File: config.mk
export PLATFORM = sky130hd
export DESIGN_NAME = svf_mul
export DESIGN_NICKNAME = d
export VERILOG_FILES = /design/src/svf_pkg.sv /design/src/svf_mul.sv
export SDC_FILE = /design/constraint.sdc
export NUM_CORES = 2
export LEC_CHECK = 0
export BUFFER_PORTS_ARGS = -buffer_cell sky130_fd_sc_hd__buf_4
export CAP_MARGIN = 20
export CORE_MARGIN = 1
export CORE_UTILIZATION = 45
export CTS_CLUSTER_SIZE = 24
export DETAILED_ROUTE_END_ITERATION = 8
export REMOVE_ABC_BUFFERS = 1
export SYNTH_ARGS = -nofsm -noshare
export SYNTH_HDL_FRONTEND = slang
export SYNTH_SLANG_ARGS = --single-unit
File: constraint.sdc
create_clock -name clock -period 19.8 [get_ports clock]
set_input_delay 2.97 -clock clock [delete_from_list [all_inputs] [get_ports clock]]
set_output_delay 2.97 -clock clock [all_outputs]
set_load 0.05 [all_outputs]
File: src/svf_pkg.sv
// ----------------------------------------------------------------------------
// svf_pkg
// Shared types, widths and constants of the state variable filter core.
// ----------------------------------------------------------------------------
package svf_pkg;

   // Field and state widths
   localparam int FS_W  = 18;
   localparam int X_W   = 24;
   localparam int FC_W  = 16;
   localparam int Q_W   = 16;
   localparam int ST_W  = 32;

   // Shared multiplier and divider
   localparam int MUL_W  = 34;
   localparam int PROD_W = 2 * MUL_W;
   localparam int DIV_NW = 56;
   localparam int DIV_DW = 36;
   localparam int DIV_CW = 6;

   // Working registers
   localparam int TH_W  = 31;
   localparam int T2_W  = 32;
   localparam int TS_W  = 32;
   localparam int SC_W  = 34;
   localparam int G_W   = 31;
   localparam int TR_W  = 28;
   localparam int DEN_W = 36;
   localparam int D_W   = 27;
   localparam int G0_W  = 32;
   localparam int IN_W  = 40;

   // Reciprocal constants for the Taylor term divisions
   localparam int RCP_W = 33;
   localparam int SH_W  = 4;

   localparam logic [FS_W-1:0] FS_MIN   = 18'd8000;
   localparam logic [FS_W-1:0] FS_MAX   = 18'd192000;
   localparam logic [FS_W-1:0] FS_RESET = 18'd48000;
   localparam logic [FC_W-1:0] FC_MIN   = 16'd20;
   localparam logic [FC_W-1:0] FC_MAX   = 16'd20000;
   localparam logic [Q_W-1:0]  Q_MIN    = 16'd410;
   localparam logic [Q_W-1:0]  Q_MAX    = 16'd40960;

   localparam logic [31:0]     PI_Q30    = 32'd3373259426;
   localparam logic [TH_W-1:0] THETA_CAP = 31'd1652897119;
   localparam logic [TS_W-1:0] ONE_Q30   = 32'h4000_0000;
   localparam logic [DEN_W-1:0] ONE_Q24  = 36'h0_0100_0000;

   localparam logic signed [PROD_W-1:0] HALF24 = 68'sd8388608;
   localparam logic signed [PROD_W-1:0] HALF26 = 68'sd33554432;
   localparam logic signed [PROD_W-1:0] S32_MAX = 68'sd2147483647;
   localparam logic signed [PROD_W-1:0] S32_MIN = -68'sd2147483648;

   // ceil(2^(32+sh) / dv); with 2^(sh-1) < dv <= 2^sh the product n * m
   // shifted right by 32+sh gives floor(n / dv) exactly for any n < 2^32
   function automatic logic [RCP_W-1:0] rcp_of(input int unsigned dv,
                                                input int unsigned sh);
      logic [63:0] num;
      num = (64'd1 << (32 + sh)) + 64'(dv) - 64'd1;
      return RCP_W'(num / 64'(dv));
   endfunction

   // Taylor term divisors 6, 20, 42, 72, 110, 156, 210, 272 (sin) and
   // 2, 12, 30, 56, 90, 132, 182, 240 (cos), one per term index
   localparam logic [SH_W-1:0] SIN_SH [0:7] = '{4'd3, 4'd5, 4'd6, 4'd7,
                                                4'd7, 4'd8, 4'd8, 4'd9};
   localparam logic [SH_W-1:0] COS_SH [0:7] = '{4'd1, 4'd4, 4'd5, 4'd6,
                                                4'd7, 4'd8, 4'd8, 4'd8};
   localparam logic [RCP_W-1:0] SIN_RCP [0:7] = '{
      rcp_of(6, 3), rcp_of(20, 5), rcp_of(42, 6), rcp_of(72, 7),
      rcp_of(110, 7), rcp_of(156, 8), rcp_of(210, 8), rcp_of(272, 9)};
   localparam logic [RCP_W-1:0] COS_RCP [0:7] = '{
      rcp_of(2, 1), rcp_of(12, 4), rcp_of(30, 5), rcp_of(56, 6),
      rcp_of(90, 7), rcp_of(132, 8), rcp_of(182, 8), rcp_of(240, 8)};

   typedef enum logic [4:0] {
      ST_IDLE,
      ST_TH_MUL, ST_TH_DIV, ST_TH_WAIT,
      ST_T2_MUL, ST_T2_GET,
      ST_TS_MUL, ST_TS_DIV, ST_TS_WAIT,
      ST_TC_MUL, ST_TC_DIV, ST_TC_WAIT,
      ST_TAN_DIV, ST_TAN_WAIT,
      ST_TR_DIV, ST_TR_WAIT,
      ST_DEN_MUL1, ST_DEN_MUL2, ST_DEN_ADD,
      ST_D_DIV, ST_D_WAIT,
      ST_IN_MUL, ST_IN_GET,
      ST_HP_MUL1, ST_HP_MUL2, ST_HP_GET,
      ST_V0_MUL, ST_V0_GET,
      ST_V1_MUL, ST_V1_GET
   } state_type;

   typedef struct packed {
      logic              start;
      logic [DIV_NW-1:0] num;
      logic [DIV_DW-1:0] den;
   } div_req_type;

   typedef struct packed {
      logic              done;
      logic [DIV_NW-1:0] quot;
   } div_rsp_type;

   function automatic logic signed [MUL_W-1:0] uext(input logic [MUL_W-2:0] v);
      return $signed({1'b0, v});
   endfunction

   function automatic logic signed [ST_W-1:0] sat32(input logic signed [PROD_W-1:0] v);
      if (v > S32_MAX) begin
         return S32_MAX[ST_W-1:0];
      end else if (v < S32_MIN) begin
         return S32_MIN[ST_W-1:0];
      end
      return v[ST_W-1:0];
   endfunction

   // Q4.28 to Q1.23, round half up, saturate
   function automatic logic [X_W-1:0] out24(input logic signed [ST_W-1:0] v);
      logic signed [ST_W:0] r;
      r = (33'(v) + 33'sd16) >>> 5;
      if (r > 33'sd8388607) begin
         return 24'h7F_FFFF;
      end else if (r < -33'sd8388608) begin
         return 24'h80_0000;
      end
      return r[X_W-1:0];
   endfunction

endpackage

File: src/svf_mul.sv
// ----------------------------------------------------------------------------
// svf_mul
// Shared signed multiplier with registered product.
// ----------------------------------------------------------------------------
module svf_mul
   import svf_pkg::*;
(
   input  logic                     clock,
   input  logic signed [MUL_W-1:0]  mul_a,
   input  logic signed [MUL_W-1:0]  mul_b,
   output logic signed [PROD_W-1:0] mul_p
);

   logic signed [PROD_W-1:0] p_ff;

   always_ff @(posedge clock) begin
      p_ff <= PROD_W'(mul_a) * PROD_W'(mul_b);
   end

   assign mul_p = p_ff;

endmodule

==> impl_results.md <==
* Sink Count at 68
* Die X-Extent at 311 um
* DR pass1 iterations at 5
* Crit start category: input port
* # nets final at ~6,000
* Count of state elements after synthesis at between 60 and 70
* Highest routed layer: met4
* Endpoints failing setup at 0
* Ys flop type: dfxtp_1
* Layout fillers at 9,108
* Commonest non-fill, non-tap cells in the layout: fa_1 (1,241), inv_1 (1,231), and2_1 (621)
* Synth Area per Inst at roughly 9.4 um2
* Routed WL at 121,000 um
* Worst-path clk slew at around 0.070 ns
* Core area at between 90,000 and 100,000 um2
* Vias at 29,600
* Sum Neg Setup Slack at 0 ns
* Status: completed
* Num CTS Buffers at 9
* Largest register FFs at 68
* Post-route minimum period at 10.81 ns
* Die Footprint at about 97,000 um2
* # rows at roughly 110
* Share of layout cells above drive strength 1 at 0.0428
* Worst Tran Pin Value at between 1 and 1.5 ns
* RSZ-0062 raised after global routing: false
* Tot GR Track Use at 0.266
* Post-cts resize count at 0
* Max Slew Vio Count at 0
* DRC viols at 0
* Port Buf Inserts at 136
* Crit Path Category: in -> reg
* Sequential area share after synthesis at 0.0316
* DP HPWL at 91,900 um
* Grt ovf at 0
* Fmax achieved at 92.5 MHz
* IO Count at 137
* Area grow syn2layout at 4.87%
* RePlAce Congestion at around 0.89
* Clock root cell: clkbuf_16
* Synth cell types at between 60 and 70
* Clk buf depth at 2
* Met1 wire length at just under 50,000 um
* Final cell count without fillers at ~5,800
* Detail-routed via count per cell at ~5
* Initial antenna violation count at 5
* Worst slew margin at 0.261
* Number of buffers inserted by post-CTS setup repair at 0
* Routed len/inst at 21.0 um
* Cell Area, Synth at about 43,000 um2
* Yosys warnings at 0
* H-tree levels at 3
* CP Data Required Time at 20.09 ns
* First-pass GRT wire length at roughly 190,000 um
* Synthesized netlist cell count at 4,554
* Pin count of the biggest net entering global routing at 35
* CTS tree: built
* Most common cell after layout, fill and taps aside: fa_1
* Max cap viols at 0
* Worst-path fanout max at 34
* Number of global-route vias before repair at 32,900
* Die H at approximately 310 um
* Hold_buf cts at 0
* Met3 WL post-DR at 6530 um
* EDFF count, synth at 0
* Final ANT Viol Nets at 0
* Endpoint class of the critical path: register
* Placed cells at between 5,000 and 6,000
* Ys async rst share at 0
* DRT iter0 DRCs at roughly 1,500
* Final hold violations at 0
* Crit share post-route at 0.546
* Initial Utilization at 0.454
* Hold/Removal Path Class: in -> reg
* WP data arrival at around 11 ns
* WL met2 at between 60,000 and 70,000 um
==> worst max-delay path, cell delays in order <==
cell and delay (ns):
buf_4 0.41, nand2_1 0.23, inv_1 0.13, fa_1 0.40, inv_1 0.25, fa_1 0.56, inv_1 0.18, fa_1 0.48
fa_1 1.26, fa_1 0.60, fa_1 0.51, fa_1 0.51, inv_1 0.06, fa_1 0.48, inv_1 0.04, ha_1 0.38
and2_1 0.27, nand2_1 0.10, o41ai_1 0.52, a31oi_4 0.09, o31ai_4 0.41, a221oi_2 0.11, xnor2_1 0.13
==> cells in the mapped netlist, types with 3 or more instances <==
| cell type | count | share of area |
|---|---|---|
| o41ai_2 | 3 | 0.0011 |
| and2_1 | 621 | 0.090 |
| clkbuf_1 | 214 | 0.019 |
| a221oi_1 | 3 | 0.00061 |
| a31oi_1 | 7 | 0.0010 |
| ha_1 | 204 | 0.059 |
| o41ai_1 | 3 | 0.00061 |
| nand3_1 | 11 | 0.0013 |
| nor2_1 | 54 | 0.0047 |
| nand4_1 | 11 | 0.0016 |
| o21ai_0 | 31 | 0.0036 |
| dfxtp_1 | 68 | 0.032 |
| xor2_1 | 23 | 0.0047 |
| and3_1 | 5 | 0.00073 |
| nand2b_1 | 20 | 0.0029 |
| a21o_1 | 37 | 0.0065 |
| xnor2_1 | 56 | 0.011 |
| nor2b_1 | 9 | 0.0013 |
| inv_1 | 1231 | 0.11 |
| buf_4 | 4 | 0.00070 |
| nor3_1 | 5 | 0.00058 |
| o21bai_1 | 12 | 0.0021 |
| nand2_1 | 542 | 0.047 |
| o211ai_1 | 3 | 0.00052 |
| and3_2 | 3 | 0.00052 |
| o21a_1 | 4 | 0.00070 |
| o21ai_1 | 7 | 0.00081 |
| or2_2 | 4 | 0.00058 |
| a21oi_1 | 61 | 0.0071 |
| a211oi_1 | 6 | 0.0010 |
| fa_1 | 1241 | 0.58 |
==> worst paths after layout <==
check / start / to / slack, ns / cells past startpoint
max: mul_b[7] / mul_p[66] / 8.99 / 23
min: mul_b[0] / mul_p[0] / 3.07 / 2
==> metal layers <==
layer	global-route usage	vias to the layer above
li1	-	12600
met1	0.348	15900
met2	0.464	903
met3	0.0307	185
met4	0.0778	0
met5	0	-
==> cells by family after synthesis <==
logic type,after synthesis,share of synthesized area
xor gates and xnor gates,79,0.0161
adders and majority gates,1445,0.637
and+or+nand+nor,1296,0.154
buffers and inverters,1460,0.128
AOI/OAI and AO/OA,206,0.0335
DFF,68,0.0316
==> layout make-up <==
type                            count  area (um2)  area share
Multi-Input combinational cell   3026       36100       0.801
Clock buffer                        9         225     0.00499
Tap cell                         1265        1580      0.0351
Antenna cell                        3        7.51    0.000166
Clock inverter                      7        98.8     0.00219
Timing Repair Buffer              144        1080      0.0240
Sequential cell                    68        1360      0.0302
Inverter                         1232        4620       0.102
==> stage by stage <==
stage	cell area, um2	util	setup slack [ns]	hold WS [ns]
6_report	45100	0.476	8.99	3.07
5_1_grt	45100	0.476	8.60	3.08
4_1_cts	45100	0.476	8.96	3.05
3_5_place_dp	44800	0.472	8.58	3.42
3_3_place_gp	44800	0.472	8.64	3.42
2_1_floorplan	42100	-	9.87	3.09
Power is not shown: default switching activity piles up to over one toggle a cycle in this logic, so the estimate is an artifact.
