**src/svf_pkg.sv**
```systemverilog
// ----------------------------------------------------------------------------
// svf_pkg
// Shared types, widths and constants of the state variable filter core.
// ----------------------------------------------------------------------------
package svf_pkg;

   // Field and state widths
   localparam int FS_W  = 18;
   localparam int X_W   = 24;
   localparam int FC_W  = 16;
   localparam int Q_W   = 16;
   localparam int ST_W  = 32;

   // Shared multiplier and divider
   localparam int MUL_W  = 34;
   localparam int PROD_W = 2 * MUL_W;
   localparam int DIV_NW = 56;
   localparam int DIV_DW = 36;
   localparam int DIV_CW = 6;

   // Working registers
   localparam int TH_W  = 31;
   localparam int T2_W  = 32;
   localparam int TS_W  = 32;
   localparam int SC_W  = 34;
   localparam int G_W   = 31;
   localparam int TR_W  = 28;
   localparam int DEN_W = 36;
   localparam int D_W   = 27;
   localparam int G0_W  = 32;
   localparam int IN_W  = 40;

   // Reciprocal constants for the Taylor term divisions
   localparam int RCP_W = 33;
   localparam int SH_W  = 4;

   localparam logic [FS_W-1:0] FS_MIN   = 18'd8000;
   localparam logic [FS_W-1:0] FS_MAX   = 18'd192000;
   localparam logic [FS_W-1:0] FS_RESET = 18'd48000;
   localparam logic [FC_W-1:0] FC_MIN   = 16'd20;
   localparam logic [FC_W-1:0] FC_MAX   = 16'd20000;
   localparam logic [Q_W-1:0]  Q_MIN    = 16'd410;
   localparam logic [Q_W-1:0]  Q_MAX    = 16'd40960;

   localparam logic [31:0]     PI_Q30    = 32'd3373259426;
   localparam logic [TH_W-1:0] THETA_CAP = 31'd1652897119;
   localparam logic [TS_W-1:0] ONE_Q30   = 32'h4000_0000;
   localparam logic [DEN_W-1:0] ONE_Q24  = 36'h0_0100_0000;

   localparam logic signed [PROD_W-1:0] HALF24 = 68'sd8388608;
   localparam logic signed [PROD_W-1:0] HALF26 = 68'sd33554432;
   localparam logic signed [PROD_W-1:0] S32_MAX = 68'sd2147483647;
   localparam logic signed [PROD_W-1:0] S32_MIN = -68'sd2147483648;

   // ceil(2^(32+sh) / dv); with 2^(sh-1) < dv <= 2^sh the product n * m
   // shifted right by 32+sh gives floor(n / dv) exactly for any n < 2^32
   function automatic logic [RCP_W-1:0] rcp_of(input int unsigned dv,
                                                input int unsigned sh);
      logic [63:0] num;
      num = (64'd1 << (32 + sh)) + 64'(dv) - 64'd1;
      return RCP_W'(num / 64'(dv));
   endfunction

   // Taylor term divisors 6, 20, 42, 72, 110, 156, 210, 272 (sin) and
   // 2, 12, 30, 56, 90, 132, 182, 240 (cos), one per term index
   localparam logic [SH_W-1:0] SIN_SH [0:7] = '{4'd3, 4'd5, 4'd6, 4'd7,
                                                4'd7, 4'd8, 4'd8, 4'd9};
   localparam logic [SH_W-1:0] COS_SH [0:7] = '{4'd1, 4'd4, 4'd5, 4'd6,
                                                4'd7, 4'd8, 4'd8, 4'd8};
   localparam logic [RCP_W-1:0] SIN_RCP [0:7] = '{
      rcp_of(6, 3), rcp_of(20, 5), rcp_of(42, 6), rcp_of(72, 7),
      rcp_of(110, 7), rcp_of(156, 8), rcp_of(210, 8), rcp_of(272, 9)};
   localparam logic [RCP_W-1:0] COS_RCP [0:7] = '{
      rcp_of(2, 1), rcp_of(12, 4), rcp_of(30, 5), rcp_of(56, 6),
      rcp_of(90, 7), rcp_of(132, 8), rcp_of(182, 8), rcp_of(240, 8)};

   typedef enum logic [4:0] {
      ST_IDLE,
      ST_TH_MUL, ST_TH_DIV, ST_TH_WAIT,
      ST_T2_MUL, ST_T2_GET,
      ST_TS_MUL, ST_TS_DIV, ST_TS_WAIT,
      ST_TC_MUL, ST_TC_DIV, ST_TC_WAIT,
      ST_TAN_DIV, ST_TAN_WAIT,
      ST_TR_DIV, ST_TR_WAIT,
      ST_DEN_MUL1, ST_DEN_MUL2, ST_DEN_ADD,
      ST_D_DIV, ST_D_WAIT,
      ST_IN_MUL, ST_IN_GET,
      ST_HP_MUL1, ST_HP_MUL2, ST_HP_GET,
      ST_V0_MUL, ST_V0_GET,
      ST_V1_MUL, ST_V1_GET
   } state_type;

   typedef struct packed {
      logic              start;
      logic [DIV_NW-1:0] num;
      logic [DIV_DW-1:0] den;
   } div_req_type;

   typedef struct packed {
      logic              done;
      logic [DIV_NW-1:0] quot;
   } div_rsp_type;

   function automatic logic signed [MUL_W-1:0] uext(input logic [MUL_W-2:0] v);
      return $signed({1'b0, v});
   endfunction

   function automatic logic signed [ST_W-1:0] sat32(input logic signed [PROD_W-1:0] v);
      if (v > S32_MAX) begin
         return S32_MAX[ST_W-1:0];
      end else if (v < S32_MIN) begin
         return S32_MIN[ST_W-1:0];
      end
      return v[ST_W-1:0];
   endfunction

   // Q4.28 to Q1.23, round half up, saturate
   function automatic logic [X_W-1:0] out24(input logic signed [ST_W-1:0] v);
      logic signed [ST_W:0] r;
      r = (33'(v) + 33'sd16) >>> 5;
      if (r > 33'sd8388607) begin
         return 24'h7F_FFFF;
      end else if (r < -33'sd8388608) begin
         return 24'h80_0000;
      end
      return r[X_W-1:0];
   endfunction

endpackage

```
**src/svf_div.sv**
```systemverilog
// ----------------------------------------------------------------------------
// svf_div
// Shared restoring divider, unsigned, one quotient bit per cycle.
// ----------------------------------------------------------------------------
module svf_div
   import svf_pkg::*;
(
   input  logic        clock,
   input  logic        reset,
   input  div_req_type div_req,
   output div_rsp_type div_rsp
);

   localparam logic [DIV_CW-1:0] LAST_STEP = DIV_CW'(DIV_NW - 1);

   logic              busy_ff, busy_in;
   logic              done_ff, done_in;
   logic [DIV_CW-1:0] cnt_ff, cnt_in;
   logic [DIV_DW-1:0] rem_ff, rem_in;
   logic [DIV_NW-1:0] quo_ff, quo_in;
   logic [DIV_DW-1:0] den_ff, den_in;

   logic [DIV_DW:0]   rem_sh;
   logic [DIV_DW+1:0] diff;
   logic              ge;

   always_comb begin
      rem_sh = {rem_ff, quo_ff[DIV_NW-1]};
      diff   = {1'b0, rem_sh} - {2'b00, den_ff};
      ge     = ~diff[DIV_DW+1];
   end

   always_comb begin
      busy_in = busy_ff;
      done_in = 1'b0;
      cnt_in  = cnt_ff;
      rem_in  = rem_ff;
      quo_in  = quo_ff;
      den_in  = den_ff;
      if (div_req.start) begin
         busy_in = 1'b1;
         cnt_in  = LAST_STEP;
         rem_in  = '0;
         quo_in  = div_req.num;
         den_in  = div_req.den;
      end else if (busy_ff) begin
         rem_in = ge ? diff[DIV_DW-1:0] : rem_sh[DIV_DW-1:0];
         quo_in = {quo_ff[DIV_NW-2:0], ge};
         cnt_in = cnt_ff - DIV_CW'(1);
         if (cnt_ff == '0) begin
            busy_in = 1'b0;
            done_in = 1'b1;
         end
      end
   end

   always_ff @(posedge clock) begin
      if (reset) begin
         busy_ff <= 1'b0;
         done_ff <= 1'b0;
      end else begin
         busy_ff <= busy_in;
         done_ff <= done_in;
      end
      cnt_ff <= cnt_in;
      rem_ff <= rem_in;
      quo_ff <= quo_in;
      den_ff <= den_in;
   end

   assign div_rsp.done = done_ff;
   assign div_rsp.quot = quo_ff;

endmodule

```
**config.mk**
```make
export PLATFORM = sky130hd
export DESIGN_NAME = svf_div
export DESIGN_NICKNAME = d
export VERILOG_FILES = /design/src/svf_pkg.sv /design/src/svf_div.sv
export SDC_FILE = /design/constraint.sdc
export NUM_CORES = 1
export LEC_CHECK = 0
export BUFFER_PORTS_ARGS = -buffer_cell sky130_fd_sc_hd__buf_2
export CORE_UTILIZATION = 30
export DETAILED_ROUTE_END_ITERATION = 10
export PLACE_DENSITY = 0.59
export REMOVE_ABC_BUFFERS = 1
export SYNTH_ARGS = -nofsm -noshare
export SYNTH_HDL_FRONTEND = slang
export SYNTH_SLANG_ARGS = --single-unit
export TNS_END_PERCENT = 100
```
**constraint.sdc**
```tcl
create_clock -name clock -period 2.35 [get_ports clock]
set_input_delay 0.47 -clock clock [delete_from_list [all_inputs] [get_ports clock]]
set_output_delay 0.47 -clock clock [all_outputs]
set_load 0.02 [all_outputs]
```
==> impl_metrics.py <==
metrics = {
    "run_status": {
        "status": "finished with violations",
        "violations": "negative setup slack",
    },
    "die": {
        "die_area_mm2": 0.0255,
        "rows": 57,
        "ioPinCount": 152,
        "core-area_mm2": 0.0244,
        "die_h_um": 160,
        "initial_core_util_pct": 30.6,
        "die_width_um": 160,
    },
    "synth": {
        "yosysSeqAreaShare_pct": 48.8,
        "yosys_most_used_dff": "edfxtp_1",
        "yosys_warnings": 0,
        "synth-seq-cells": 136,
        "synth_cells": 691,
        "syn_avg_cell_area_um2": 10.8,
        "synthArstFlopShare_pct": 0,
        "synth_edf_count": 92,
        "syn_area_mm2": 0.00747,
        "synth_cell_types": 63,
    },
    "drt": {
        "route.met2.wl_um": 9810,
        "drt-vias-per-instance": 4.77,
        "wl_per_cell_um": 15.4,
        "antenna_violating_nets_post_route": 0,
        "firstDrtPassIters": 4,
        "wl_met1_um": 8880,
        "vias": 6259,
        "drt_iter0_markers": 278,
        "post-route-drc-count": 0,
        "wirelength_um": 20200,
        "dr.max_layer_used": "met4",
        "dr_wl_met3_um": 1260,
    },
    "power": {
        "leakagePower_nw": 4.54,
        "intPower_mw": 5.30,
        "seqPwrFrac_pct": 38.8,
        "powerDensity_mw_per_mm2": 687,
        "power.switching_mw": 2.15,
        "sw_frac_of_total_pct": 28.9,
        "pwr-share-comb_pct": 22.9,
        "ir_drop_uv": 468,
        "clockPowerShare_pct": 38.3,
    },
    "clock_network": {
        "htree_levels": 4,
        "clockBufferDepth": 2,
        "path_clk_slew_ps": 60,
        "cts_buffers": 17,
        "cts_tree": "yes",
        "cts.sinks": 136,
        "ctsHoldBuffers": 0,
        "root_buffer": "clkbuf_16",
        "clock_latency_ps": 430,
    },
    "global_routing": {
        "grt_use_total_pct": 16.0,
        "grt_pass1_vias": 6507,
        "grt_pass1_wl_um": 32600,
        "antenna_found_initial": 0,
        "overflow": 0,
        "grt_start_max_net_pins": 80,
    },
    "sta": {
        "setup_slack_ps": -255,
        "fin_crit_ps": 2600,
        "tightest_slew_ps": 606,
        "finClkSkew_ps": 18.2,
        "fmax_ghz": 0.384,
        "rsz0062_at_grt": "true",
        "period_share_pct": 111,
        "slew_violations": 0,
        "timing.slew.headroom_pct": 59.5,
        "finalSetupViolCount": 37,
        "hold_viol": 0,
        "hold_ws_ps": 205,
    },
    "setup_path": {
        "end_kind": "register",
        "crit_slowest_cell": "edfxtp_1",
        "cp_slowest_stage_delay_ps": 380,
        "crit_type": "register to register",
        "cp_common_cell": "nor2_4",
        "path_cells": "inv_2, ha_4, a21oi_4, o21bai_1, a221oi_2, o211ai_1, buf_4, a211oi_4, nor2_4, buf_12, buf_8, nor2_4, a21oi_2, a22o_1",
        "start_kind": "register",
        "r2r_cells": 14,
        "path_max_fanout": 7,
        "cp.arrival_ps": 2920,
        "required_ps": 2660,
        "reg2reg_from": "den_ff[18]",
        "rrSetupSlack_ps": -250,
        "reg2reg_to": "rem_ff[33]",
    },
    "finish": {
        "layout_common_cells": "buf_2, buf_4, edfxtp_1, mux2_2, nor2_1",
        "final_common_cell": "buf_2",
        "area_growth_pct": 45.3,
        "drive_gt1_share_pct": 49.9,
        "nets": 1108,
        "n_antenna_cell": 0,
        "num-fill-cells": 2381,
    },
    "place": {
        "place_congestion": 0.839,
        "numPortBuffers": 151,
        "dpl.hpwl_um": 14200,
        "post-place-ws_ps": -318,
    },
    "hold_path": {
        "min_to": "busy_ff",
        "worstHoldPathCells": 2,
        "hp-start": "reset",
        "hold_path.class": "primary input to register",
    },
    "run": {
        "cap_viol_max_count": 0,
    },
}
state kept, by name, indices dropped and copies added, names as in the netlist:
| signal | flops |
|---|---|
| quo_ff | 56 |
| busy_ff | 1 |
| done_ff | 1 |
| rem_ff | 36 |
| den_ff | 36 |
| cnt_ff | 6 |
power groups by stage:
stage / logic, mW / clock network, mW / registers (mW)
after floorplan: 0.686 / 0 / 3.06
after global placement: 1.48 / 0 / 2.93
after detailed placement: 1.49 / 0 / 2.94
after CTS: 1.63 / 2.92 / 2.90
after global routing: 1.85 / 3.00 / 2.92
final: 1.71 / 2.85 / 2.90
layer usage:
metal | track usage (%) | vias to the layer above
met5 | 0 | -
met4 | 5.54 | 0
met1 | 19.2 | 2956
met2 | 27.6 | 174
met3 | 4.26 | 24
li1 | - | 3105
worst max-delay path by stage:
stage                    start         end  slack, ps
finish              den_ff[18]  rem_ff[33]       -250
global route        quo_ff[55]  rem_ff[28]       -360
CTS                 quo_ff[55]  rem_ff[32]       -240
detailed placement  quo_ff[55]  rem_ff[30]       -320
global placement    quo_ff[55]  rem_ff[30]       -250
floorplan              busy_ff   quo_ff[0]       -940
logic make-up after synthesis:
logic type,share of synthesized area (%)
AOI/OAI and AO/OA,16.6
and+or+nand+nor,10.2
DFF,48.8
buffers and inverters,4.76
muxes,9.55
adders and majority gates,6.63
xor gates and xnor gates,3.52
cell type report:
| class | count | area [um^2] | area share [%] |
|---|---|---|---|
| multi-input combinational | 476 | 4020 | 37.0 |
| timing repair buffer | 297 | 2000 | 18.4 |
| sequential | 136 | 3640 | 33.6 |
| clock inverter | 14 | 185 | 1.71 |
| clock buffer | 18 | 429 | 3.95 |
| tap | 324 | 405 | 3.74 |
| inverter | 46 | 173 | 1.59 |
per-stage QoR:
stage / instance area [um^2] / TNS (ps) / std cells / utilization [%] / total power, mW
6_report: 10900 / -5410 / 1311 / 44.5 / 7.46
5_1_grt: 10900 / -9850 / 1311 / 44.5 / 7.77
4_1_cts: 10700 / -6020 / 1314 / 43.9 / 7.45
3_5_place_dp: 9500 / -6630 / 1264 / 38.9 / 4.43
3_3_place_gp: 9500 / -4640 / 1264 / 38.9 / 4.42
2_1_floorplan: 7290 / -69200 / 658 / - / 3.74
synth_stat cells, types with 3 or more instances:
library cell  instances  share of area (%)
a211o_1               3               0.35
a211oi_1             15                1.5
a211oi_2              3               0.50
a21o_1               11                1.1
a21oi_1              32                2.1
a21oi_2               3               0.35
a311oi_1              8               0.94
a31oi_1               4               0.34
and3_1                4               0.34
buf_2                 8               0.54
buf_6                 6               0.90
clkbuf_1             17               0.85
dfxtp_1              44                 12
edfxtp_1             92                 37
ha_1                 38                6.4
inv_1                45                2.3
mux2_2               56                8.4
mux2i_1               6               0.80
nand2_1              58                2.9
nand2b_1             10               0.84
nand3_1              11               0.74
nand4_1               6               0.50
nor2_1               57                2.9
nor2b_1               6               0.50
nor3_1                7               0.47
o211ai_1              7               0.70
o21a_1                8               0.80
o21ai_0              18                1.2
o21ai_1              25                1.7
o21bai_1              8               0.80
o221ai_1              3               0.35
o31ai_1               6               0.60
or3_1                 4               0.34
xnor2_1              17                2.0
xor2_1               13                1.5
what timing repair did:
action / CTS / global route
setup endpoints to repair: 37 / 37
gates cloned: 3 / 0
gates resized for setup: 84 / 51
pin swaps: 41 / 35
setup buffers: 15 / 1
endpoints found under the hold margin: 0 / 0
critical path: cells and delay by family, from the launching register on:
kind | cells | cell delay (ps)
flops | 1 | 380
compound gates | 7 | 1160
simple gates | 2 | 200
buf+inv | 4 | 540
fa+ha+maj | 1 | 210
Note: power is estimated with default switching activity, not from simulation.
